[src/design/i2cm_pkg.sv]
// shared types and constants of the i2c master byte engine
package i2cm_pkg;

  localparam int unsigned QP_W      = 16;
  localparam logic [15:0] QP_RESET  = 16'd100;
  localparam logic [3:0]  BYTE_BITS = 4'd8;

  typedef enum logic [2:0] {
    FN_NONE  = 3'd0,
    FN_START = 3'd1,
    FN_WRITE = 3'd2,
    FN_READ  = 3'd3,
    FN_STOP  = 3'd4
  } func_t;

  typedef enum logic [14:0] {
    PH_IDLE  = 15'b000000000000001,
    PH_S1    = 15'b000000000000010,
    PH_S2    = 15'b000000000000100,
    PH_S3    = 15'b000000000001000,
    PH_WSET  = 15'b000000000010000,
    PH_WRISE = 15'b000000000100000,
    PH_WHIGH = 15'b000000001000000,
    PH_WLOW  = 15'b000000010000000,
    PH_RSET  = 15'b000000100000000,
    PH_RRISE = 15'b000001000000000,
    PH_RHIGH = 15'b000010000000000,
    PH_RLOW  = 15'b000100000000000,
    PH_PA    = 15'b001000000000000,
    PH_PRISE = 15'b010000000000000,
    PH_PC    = 15'b100000000000000
  } phase_t;

  typedef struct packed {
    logic [2:0] func;
    logic [7:0] data_byte;
    logic       rd_ack;
    logic       scl_in;
    logic       sda_in;
  } in_item_t;

  typedef struct packed {
    logic       scl_drive_low;
    logic       sda_drive_low;
    logic       busy_res;
    logic       done_res;
    logic       last_bit;
    logic [7:0] read_data;
  } out_item_t;

  // handoff from the engine to the result buffer
  typedef struct packed {
    logic      push;
    out_item_t item;
  } res_push_t;

endpackage

[src/design/i2cm_if.sv]
// valid/ready channel interfaces for input and result items
interface i2cm_in_if import i2cm_pkg::*; ();
  logic     valid;
  logic     ready;
  in_item_t data;
  modport source (output valid, output data, input ready);
  modport sink (input valid, input data, output ready);
endinterface

interface i2cm_out_if import i2cm_pkg::*; ();
  logic      valid;
  logic      ready;
  out_item_t data;
  modport source (output valid, output data, input ready);
  modport sink (input valid, input data, output ready);
endinterface

[src/design/i2cm_core.sv]
// input register, divider and bus sequencer, one item per cycle while the result buffer has room
module i2cm_core import i2cm_pkg::*; (
  input  logic             clk,
  input  logic             rst_n,
  input  logic             in_valid,
  output logic             in_ready,
  input  in_item_t         in_item,
  input  logic             cfg_we,
  input  logic [QP_W-1:0]  cfg_wdata,
  input  logic             res_room,
  output res_push_t        res_out
);

  logic            in_vld_r;
  in_item_t        in_item_r;
  logic [QP_W-1:0] qp_r;
  phase_t          phase_r, phase_nxt;
  logic [3:0]      bit_cnt_r, bit_cnt_nxt;
  logic [7:0]      shift_r, shift_nxt;
  logic [QP_W-1:0] div_r, div_nxt;
  logic            div_run_r, div_run_nxt;
  logic            scl_low_r, scl_low_nxt;
  logic            sda_low_r, sda_low_nxt;
  logic            last_bit_r, last_bit_nxt;
  logic            ack_r, ack_nxt;
  logic [7:0]      rd_byte_r, rd_byte_nxt;
  logic            wake;
  logic            done;
  logic            adv;
  logic [3:0]      bc_inc;

  assign adv      = in_vld_r && res_room;
  assign in_ready = !in_vld_r || res_room;
  assign bc_inc   = bit_cnt_r + 4'd1;

  always_comb begin
    phase_nxt    = phase_r;
    bit_cnt_nxt  = bit_cnt_r;
    shift_nxt    = shift_r;
    div_nxt      = div_r;
    div_run_nxt  = div_run_r;
    scl_low_nxt  = scl_low_r;
    sda_low_nxt  = sda_low_r;
    last_bit_nxt = last_bit_r;
    ack_nxt      = ack_r;
    rd_byte_nxt  = rd_byte_r;
    wake         = 1'b0;
    done         = 1'b0;

    if (div_run_r) begin
      wake    = (div_r == qp_r);
      div_nxt = wake ? '0 : div_r + 1'b1;
    end

    if (phase_r == PH_IDLE) begin
      priority if (in_item_r.func == FN_START) begin
        div_nxt     = '0;
        div_run_nxt = 1'b1;
        sda_low_nxt = 1'b0;
        phase_nxt   = PH_S1;
      end else if (in_item_r.func == FN_WRITE && div_run_r) begin
        shift_nxt   = in_item_r.data_byte;
        bit_cnt_nxt = '0;
        sda_low_nxt = !in_item_r.data_byte[7];
        phase_nxt   = PH_WSET;
      end else if (in_item_r.func == FN_READ && div_run_r) begin
        shift_nxt   = '0;
        bit_cnt_nxt = '0;
        ack_nxt     = in_item_r.rd_ack;
        phase_nxt   = PH_RSET;
      end else if (in_item_r.func == FN_STOP && div_run_r) begin
        sda_low_nxt = 1'b1;
        phase_nxt   = PH_PA;
      end else begin
        // no command, unknown code, or divider halted
        phase_nxt = PH_IDLE;
      end
    end else if (wake) begin
      unique case (phase_r)
        PH_S1: begin
          sda_low_nxt = 1'b1;
          phase_nxt   = PH_S2;
        end
        PH_S2: begin
          scl_low_nxt = 1'b1;
          phase_nxt   = PH_S3;
        end
        PH_S3: begin
          done      = 1'b1;
          phase_nxt = PH_IDLE;
        end
        PH_WSET: begin
          scl_low_nxt = 1'b0;
          phase_nxt   = PH_WRISE;
        end
        PH_WRISE: begin
          // wait out clock stretching
          if (in_item_r.scl_in) phase_nxt = PH_WHIGH;
        end
        PH_WHIGH: begin
          last_bit_nxt = in_item_r.sda_in;
          scl_low_nxt  = 1'b1;
          phase_nxt    = PH_WLOW;
        end
        PH_WLOW: begin
          bit_cnt_nxt = bc_inc;
          if (bc_inc < BYTE_BITS) begin
            shift_nxt   = {shift_r[6:0], 1'b0};
            sda_low_nxt = !shift_r[6];
            phase_nxt   = PH_WSET;
          end else if (bc_inc == BYTE_BITS) begin
            // release sda for the ack bit
            sda_low_nxt = 1'b0;
            phase_nxt   = PH_WSET;
          end else begin
            bit_cnt_nxt = '0;
            done        = 1'b1;
            phase_nxt   = PH_IDLE;
          end
        end
        PH_RSET: begin
          if (bit_cnt_r >= BYTE_BITS && ack_r) sda_low_nxt = 1'b1;
          scl_low_nxt = 1'b0;
          phase_nxt   = PH_RRISE;
        end
        PH_RRISE: begin
          if (in_item_r.scl_in) phase_nxt = PH_RHIGH;
        end
        PH_RHIGH: begin
          last_bit_nxt = in_item_r.sda_in;
          scl_low_nxt  = 1'b1;
          phase_nxt    = PH_RLOW;
        end
        PH_RLOW: begin
          if (bit_cnt_r < BYTE_BITS) begin
            shift_nxt   = {shift_r[6:0], last_bit_r};
            bit_cnt_nxt = bc_inc;
            phase_nxt   = PH_RSET;
          end else begin
            sda_low_nxt = 1'b0;
            rd_byte_nxt = shift_r;
            bit_cnt_nxt = '0;
            done        = 1'b1;
            phase_nxt   = PH_IDLE;
          end
        end
        PH_PA: begin
          scl_low_nxt = 1'b0;
          phase_nxt   = PH_PRISE;
        end
        PH_PRISE: begin
          if (in_item_r.scl_in) begin
            sda_low_nxt = 1'b0;
            phase_nxt   = PH_PC;
          end
        end
        PH_PC: begin
          div_run_nxt = 1'b0;
          done        = 1'b1;
          phase_nxt   = PH_IDLE;
        end
        default: phase_nxt = PH_IDLE;
      endcase
    end
  end

  always_comb begin
    res_out.push               = adv;
    res_out.item.scl_drive_low = scl_low_nxt;
    res_out.item.sda_drive_low = sda_low_nxt;
    res_out.item.busy_res      = (phase_nxt != PH_IDLE);
    res_out.item.done_res      = done;
    res_out.item.last_bit      = last_bit_nxt;
    res_out.item.read_data     = rd_byte_nxt;
  end

  always_ff @(posedge clk) begin
    if (!rst_n) begin
      in_vld_r <= 1'b0;
    end else if (in_ready) begin
      in_vld_r <= in_valid;
    end
  end

  always_ff @(posedge clk) begin
    if (in_ready && in_valid) begin
      in_item_r <= in_item;
    end
  end

  always_ff @(posedge clk) begin
    if (!rst_n) begin
      qp_r <= QP_RESET;
    end else if (cfg_we) begin
      qp_r <= cfg_wdata;
    end
  end

  always_ff @(posedge clk) begin
    if (!rst_n) begin
      phase_r    <= PH_IDLE;
      bit_cnt_r  <= '0;
      shift_r    <= '0;
      div_r      <= '0;
      div_run_r  <= 1'b0;
      scl_low_r  <= 1'b0;
      sda_low_r  <= 1'b0;
      last_bit_r <= 1'b0;
      ack_r      <= 1'b0;
      rd_byte_r  <= '0;
    end else if (adv) begin
      phase_r    <= phase_nxt;
      bit_cnt_r  <= bit_cnt_nxt;
      shift_r    <= shift_nxt;
      div_r      <= div_nxt;
      div_run_r  <= div_run_nxt;
      scl_low_r  <= scl_low_nxt;
      sda_low_r  <= sda_low_nxt;
      last_bit_r <= last_bit_nxt;
      ack_r      <= ack_nxt;
      rd_byte_r  <= rd_byte_nxt;
    end
  end

endmodule

[src/design/i2cm_out_buf.sv]
// two-entry result buffer, keeps the engine running while the sink stalls until both entries fill
module i2cm_out_buf import i2cm_pkg::*; (
  input  logic       clk,
  input  logic       rst_n,
  input  res_push_t  res_in,
  output logic       res_room,
  output logic       out_valid,
  input  logic       out_ready,
  output out_item_t  out_item
);

  logic [1:0] cnt_r, cnt_nxt;
  out_item_t  ent0_r, ent1_r;
  logic       pop;

  assign pop       = out_valid && out_ready;
  assign out_valid = (cnt_r != 2'd0);
  assign out_item  = ent0_r;
  assign res_room  = (cnt_r != 2'd2);

  always_comb begin
    cnt_nxt = cnt_r;
    if (res_in.push && !pop) cnt_nxt = cnt_r + 2'd1;
    else if (!res_in.push && pop) cnt_nxt = cnt_r - 2'd1;
  end

  always_ff @(posedge clk) begin
    if (!rst_n) begin
      cnt_r <= '0;
    end else begin
      cnt_r <= cnt_nxt;
    end
  end

  always_ff @(posedge clk) begin
    if (pop) begin
      // head leaves, second entry or new item moves up
      if (cnt_r == 2'd2) ent0_r <= ent1_r;
      else if (res_in.push) ent0_r <= res_in.item;
      if (res_in.push && cnt_r == 2'd2) ent1_r <= res_in.item;
    end else if (res_in.push) begin
      if (cnt_r == 2'd0) ent0_r <= res_in.item;
      else ent1_r <= res_in.item;
    end
  end

endmodule

[src/design/i2c_master_byte_engine_top.sv]
// top level of the i2c master byte engine
//
//  channel  dir  handshake          payload
//  in_ch    in   valid/ready        func, data_byte, rd_ack, scl_in, sda_in
//  out_ch   out  valid/ready        scl/sda drive, busy, done, last_bit, read_data
//  cfg      in   cfg_we             cfg_wdata = quarter_period
//
// one item in and one result out per cycle while nothing stalls; each item is one bus-timing tick
// items pass the input register, then the sequencer into the result buffer
// the result buffer holds two results, so in_ch.ready drops only once two wait
// rst_n is synchronous: sequencer idle, divider halted, quarter_period = 100
module i2c_master_byte_engine_top import i2cm_pkg::*; (
  input  logic              clk,
  input  logic              rst_n,
  i2cm_in_if.sink           in_ch,
  i2cm_out_if.source        out_ch,
  input  logic              cfg_we,
  input  logic [QP_W-1:0]   cfg_wdata
);

  res_push_t res;
  logic      res_room;

  i2cm_core u_core (
    .clk       (clk),
    .rst_n     (rst_n),
    .in_valid  (in_ch.valid),
    .in_ready  (in_ch.ready),
    .in_item   (in_ch.data),
    .cfg_we    (cfg_we),
    .cfg_wdata (cfg_wdata),
    .res_room  (res_room),
    .res_out   (res)
  );

  i2cm_out_buf u_out_buf (
    .clk       (clk),
    .rst_n     (rst_n),
    .res_in    (res),
    .res_room  (res_room),
    .out_valid (out_ch.valid),
    .out_ready (out_ch.ready),
    .out_item  (out_ch.data)
  );

endmodule

[src/flat_wrapper.sv]
// flat-port wrapper written by rule: the top's interface ports become plain ports
module i2c_master_byte_engine_top_flat import i2cm_pkg::*;
  (clk, rst_n, cfg_we, cfg_wdata, in_ch_valid, in_ch_data, in_ch_ready, out_ch_valid, out_ch_data, out_ch_ready);
  i2cm_in_if in_ch_i ();
  i2cm_out_if out_ch_i ();
  input  logic clk;
  input  logic rst_n;
  input  logic cfg_we;
  input  logic [QP_W-1:0] cfg_wdata;
  input wire logic [$bits(in_ch_i.valid)-1:0] in_ch_valid;
  input wire logic [$bits(in_ch_i.data)-1:0] in_ch_data;
  output wire logic [$bits(in_ch_i.ready)-1:0] in_ch_ready;
  output wire logic [$bits(out_ch_i.valid)-1:0] out_ch_valid;
  output wire logic [$bits(out_ch_i.data)-1:0] out_ch_data;
  input wire logic [$bits(out_ch_i.ready)-1:0] out_ch_ready;
  assign in_ch_i.valid = in_ch_valid;
  assign in_ch_i.data = in_ch_data;
  assign in_ch_ready = in_ch_i.ready;
  assign out_ch_valid = out_ch_i.valid;
  assign out_ch_data = out_ch_i.data;
  assign out_ch_i.ready = out_ch_ready;
  i2c_master_byte_engine_top u_core (.clk(clk), .rst_n(rst_n), .in_ch(in_ch_i), .out_ch(out_ch_i), .cfg_we(cfg_we), .cfg_wdata(cfg_wdata));
endmodule
[config.mk]
export PLATFORM = sky130hd
export DESIGN_NAME = i2c_master_byte_engine_top_flat
export DESIGN_NICKNAME = d
export VERILOG_FILES = /design/src/design/i2cm_pkg.sv /design/src/design/i2cm_if.sv /design/src/design/i2cm_core.sv /design/src/design/i2cm_out_buf.sv /design/src/design/i2c_master_byte_engine_top.sv /design/src/flat_wrapper.sv
export SDC_FILE = /design/constraint.sdc
export NUM_CORES = 1
export LEC_CHECK = 0
export BUFFER_PORTS_ARGS = -buffer_cell sky130_fd_sc_hd__buf_2
export CORE_MARGIN = 4
export CORE_UTILIZATION = 41
export CTS_CLUSTER_SIZE = 14
export DETAILED_ROUTE_END_ITERATION = 12
export GPL_ROUTABILITY_DRIVEN = 0
export PLACE_DENSITY = 0.55
export SLEW_MARGIN = 20
export SYNTH_ARGS = -nofsm -noshare
export SYNTH_HDL_FRONTEND = slang
export SYNTH_SLANG_ARGS = --single-unit
[constraint.sdc]
create_clock -name clk -period 5.45 [get_ports clk]
set_input_delay 0.545 -clock clk [delete_from_list [all_inputs] [get_ports clk]]
set_output_delay 0.545 -clock clk [all_outputs]
set_load 0.03 [all_outputs]
==> results.sh <==
export IMPL_synth_area_mm2=0.00592
export IMPL_ys_seq_area_frac=0.457
export IMPL_num_fill_cells=1320
export IMPL_die_h_um=128
export IMPL_dp_cells=825
export IMPL_grt_pass1_vias=4866
export IMPL_synth_top_area_share=0.254
export IMPL_hp_class="in -> reg"
export IMPL_stdcell_count=858
export IMPL_drive_above_1_share=0.177
export IMPL_coreArea_mm2=0.0140
export IMPL_timing_setup_tns_ns=0
export IMPL_ant_nets=0
export IMPL_ys_warn_count=0
export IMPL_ir_drop_uv=184
export IMPL_maxCapViolCount=0
export IMPL_worstRegToRegCells=6
export IMPL_insertion_delay_ns=0.42
export IMPL_grt_pass1_wl_mm=24.6
export IMPL_hold_viol_final=0
export IMPL_pin_count=50
export IMPL_min_delay_path_depth=1
export IMPL_path_clk_slew_ns=0.06
export IMPL_drc=0
export IMPL_setup_violations=0
export IMPL_die_area_mm2=0.0164
export IMPL_port_buffers=49
export IMPL_synth_adder_area_share=0.0127
export IMPL_cts_inserted_buffers=17
export IMPL_n_antenna_cell=0
export IMPL_postCtsResizedCells=0
export IMPL_ff2ff_setup_slack_ns=2.34
export IMPL_fmaxAchievable_mhz=322
export IMPL_rows=43
export IMPL_synth_enable_flop_cells=40
export IMPL_fin_crit_sh=0.570
export IMPL_synthArstFlopShare=0
export IMPL_cts_sinks=115
export IMPL_grt_usage=0.190
export IMPL_pre_cts_ws_ns=2.33
export IMPL_post_cts_buffers=0
export IMPL_synth_area_top_cells="dfxtp_1 25%, edfxtp_1 20%, mux2i_1 4.9%, nor2_1 4.2%, xor2_1 4.0%"
export IMPL_path_class="reg -> reg"
export IMPL_outcome="finished clean"
export IMPL_drt_vias_per_instance=5.74
export IMPL_muxShareOfSynthArea=0.0833
export IMPL_syn_nets=670
export IMPL_root_buffer="clkbuf_16"
export IMPL_synthToLayoutAreaGrowth_pct=16.8
export IMPL_synth_ff_type="dfxtp_1"
export IMPL_dp_hpwl_mm=10.4
export IMPL_worstPathArrival_ns=3.37
export IMPL_h_tree_depth=4
export IMPL_critical_path_peak_fanout=19
export IMPL_p_leak_nw=2.67
export IMPL_fp_dieW_um=128
export IMPL_yosysMostFrequentCell="dfxtp_1"
export IMPL_slew_headroom=0.319
export IMPL_cts_tree="yes"
export IMPL_worst_pin_slew_ns=1.02
export IMPL_drt_total_wl_mm=15.2
export IMPL_routedWlPerCell_um=17.7
export IMPL_slew_viol_final=0
export IMPL_syn_inst=629
export IMPL_hold_buffers=0
export IMPL_rsz0062_at_grt="false"
export IMPL_placed_area_mm2=0.00627
export IMPL_start_kind="flip-flop"
export IMPL_grt_max_degree=51
export IMPL_yosys_area_top_type="dfxtp_1"
export IMPL_ys_ff_latch=115
export IMPL_synth_simple_area_share=0.237
export IMPL_final_nets=706
export IMPL_cp_required_ns=5.71
export IMPL_final_setup_worst_slack_ns=2.34
export IMPL_min_period_ns=3.11
export IMPL_clock_skew_ns=0.00682
export IMPL_start_util=0.423
export IMPL_total_power_mw=2.55
export IMPL_synth_compound_area_frac=0.120
export IMPL_ctsLongestPathBuffers=2
export IMPL_antenna_found_initial=0
export IMPL_p_per_area_mw_per_mm2=369
export IMPL_avgSynthCellArea_um2=9.40
export IMPL_fin_area_mm2=0.00691
export IMPL_drt_initial_drc_count=429
export IMPL_worst_setup_path_end_kind="flip-flop"
export IMPL_vias=4925
export IMPL_synth_top_family_by_area="simple AND/OR/NAND/NOR gates"
export IMPL_ys_top_cells_by_count="75 x dfxtp_1, 66 x nor2_1, 53 x nand2_1"
export IMPL_grt_overflow_total=0
export IMPL_synthXorXnorAreaFrac=0.0518
export IMPL_ys_types=62
export IMPL_drtPass1Iterations=6
flip-flops by register name, indices dropped and copies added (netlist names), 8 cells and up:
register and cells:
u_core.u_core.div_r 16, u_core.u_core.qp_r 16, u_core.u_core.phase_r 15, u_core.u_core.in_item_r 14, u_core.u_out_buf.ent1_r 13, u_core.u_out_buf.out_item 13
u_core.u_core.rd_byte_r 8, u_core.u_core.shift_r 8
final cells by class:
| cell class | instances | area (um^2) | share of cell area |
|---|---|---|---|
| Multi-Input combinational cell | 460 | 3000 | 0.434 |
| Sequential cell | 115 | 2700 | 0.391 |
| Clock buffer | 17 | 425 | 0.0615 |
| Inverter | 14 | 52.6 | 0.00760 |
| Timing Repair Buffer | 57 | 305 | 0.0442 |
| Tap cell | 180 | 225 | 0.0326 |
| Clock inverter | 15 | 203 | 0.0293 |
report_power, final:
part / switching [mW] / total, mW / internal [mW]
Clock: 0.419 / 1.19 / 0.769
Sequential: 0.0367 / 1.00 / 0.965
Combinational: 0.249 / 0.359 / 0.110
Total: 0.705 / 2.55 / 1.84
critical path, cell delays in order (launching register included):
cell and delay [ns]:
dfxtp_1 0.42, nor3_1 0.53, and4_1 0.74, and3_1 0.32, a21oi_1 0.09, o21ai_1 0.72, nor2_1 0.12
routing by layer:
layer | vias up | wire, um | share of wire | GRT usage
li1 | 2383 | - | - | -
met1 | 2345 | 6950 | 0.46 | 0.249
met2 | 163 | 7050 | 0.46 | 0.301
met3 | 34 | 854 | 0.056 | 0.0438
met4 | 0 | 357 | 0.023 | 0.0818
met5 | - | 0 | 0 | 0
layout by cell type (no fill, tap or decap), types with 4 or more instances in the layout:
cell and count:
a21boi_0 6, a21oi_1 33, a22oi_1 5, a31oi_1 6, and3_1 5, and4_1 5, buf_2 49, buf_4 7
bufinv_16 4, clkbuf_16 17, dfxtp_1 75, edfxtp_1 40, ha_1 6, inv_1 12, inv_6 5, mux2_2 18
mux2i_1 29, nand2_1 53, nand3_1 26, nand4_1 21, nor2_1 66, nor2b_1 5, nor3_1 18, nor4_1 15
nor4b_1 7, o21a_1 7, o21ai_0 21, o31ai_1 10, or3_1 5, or4_1 6, xnor2_1 8, xor2_1 27
worst paths after layout:
| check | startpoint | end |
|---|---|---|
| worst max-delay path | u_core.u_core.phase_r[12]$_SDFFE_PN0P_ | u_core.u_core.div_r[6]$_SDFFE_PN0P_ |
| worst max register to register | u_core.u_core.phase_r[12]$_SDFFE_PN0P_ | u_core.u_core.div_r[6]$_SDFFE_PN0P_ |
| worst min-delay path | in_ch_data[5] | u_core.u_core.in_item_r[5]$_DFFE_PP_ |
| worst min register to register | u_core.u_core.rd_byte_r[7]$_SDFFE_PN0P_ | u_core.u_core.rd_byte_r[7]$_SDFFE_PN0P_ |
per-stage QoR:
stage,util,hold slack (ns)
6_report,0.494,0.302
5_1_grt,0.494,0.285
4_1_cts,0.493,0.286
3_5_place_dp,0.448,0.478
3_3_place_gp,0.448,0.469
2_1_floorplan,-,0.453
cells by family after synthesis:
kind of cell,after synthesis
AO/OA/AOI/OAI,112
XOR/XNOR,35
adder cells (fa/ha/maj),6
buffers and inverters,54
flip-flops,115
multiplexers,47
AND/OR/NAND/NOR,260
(Power assumes the default switching activity.)
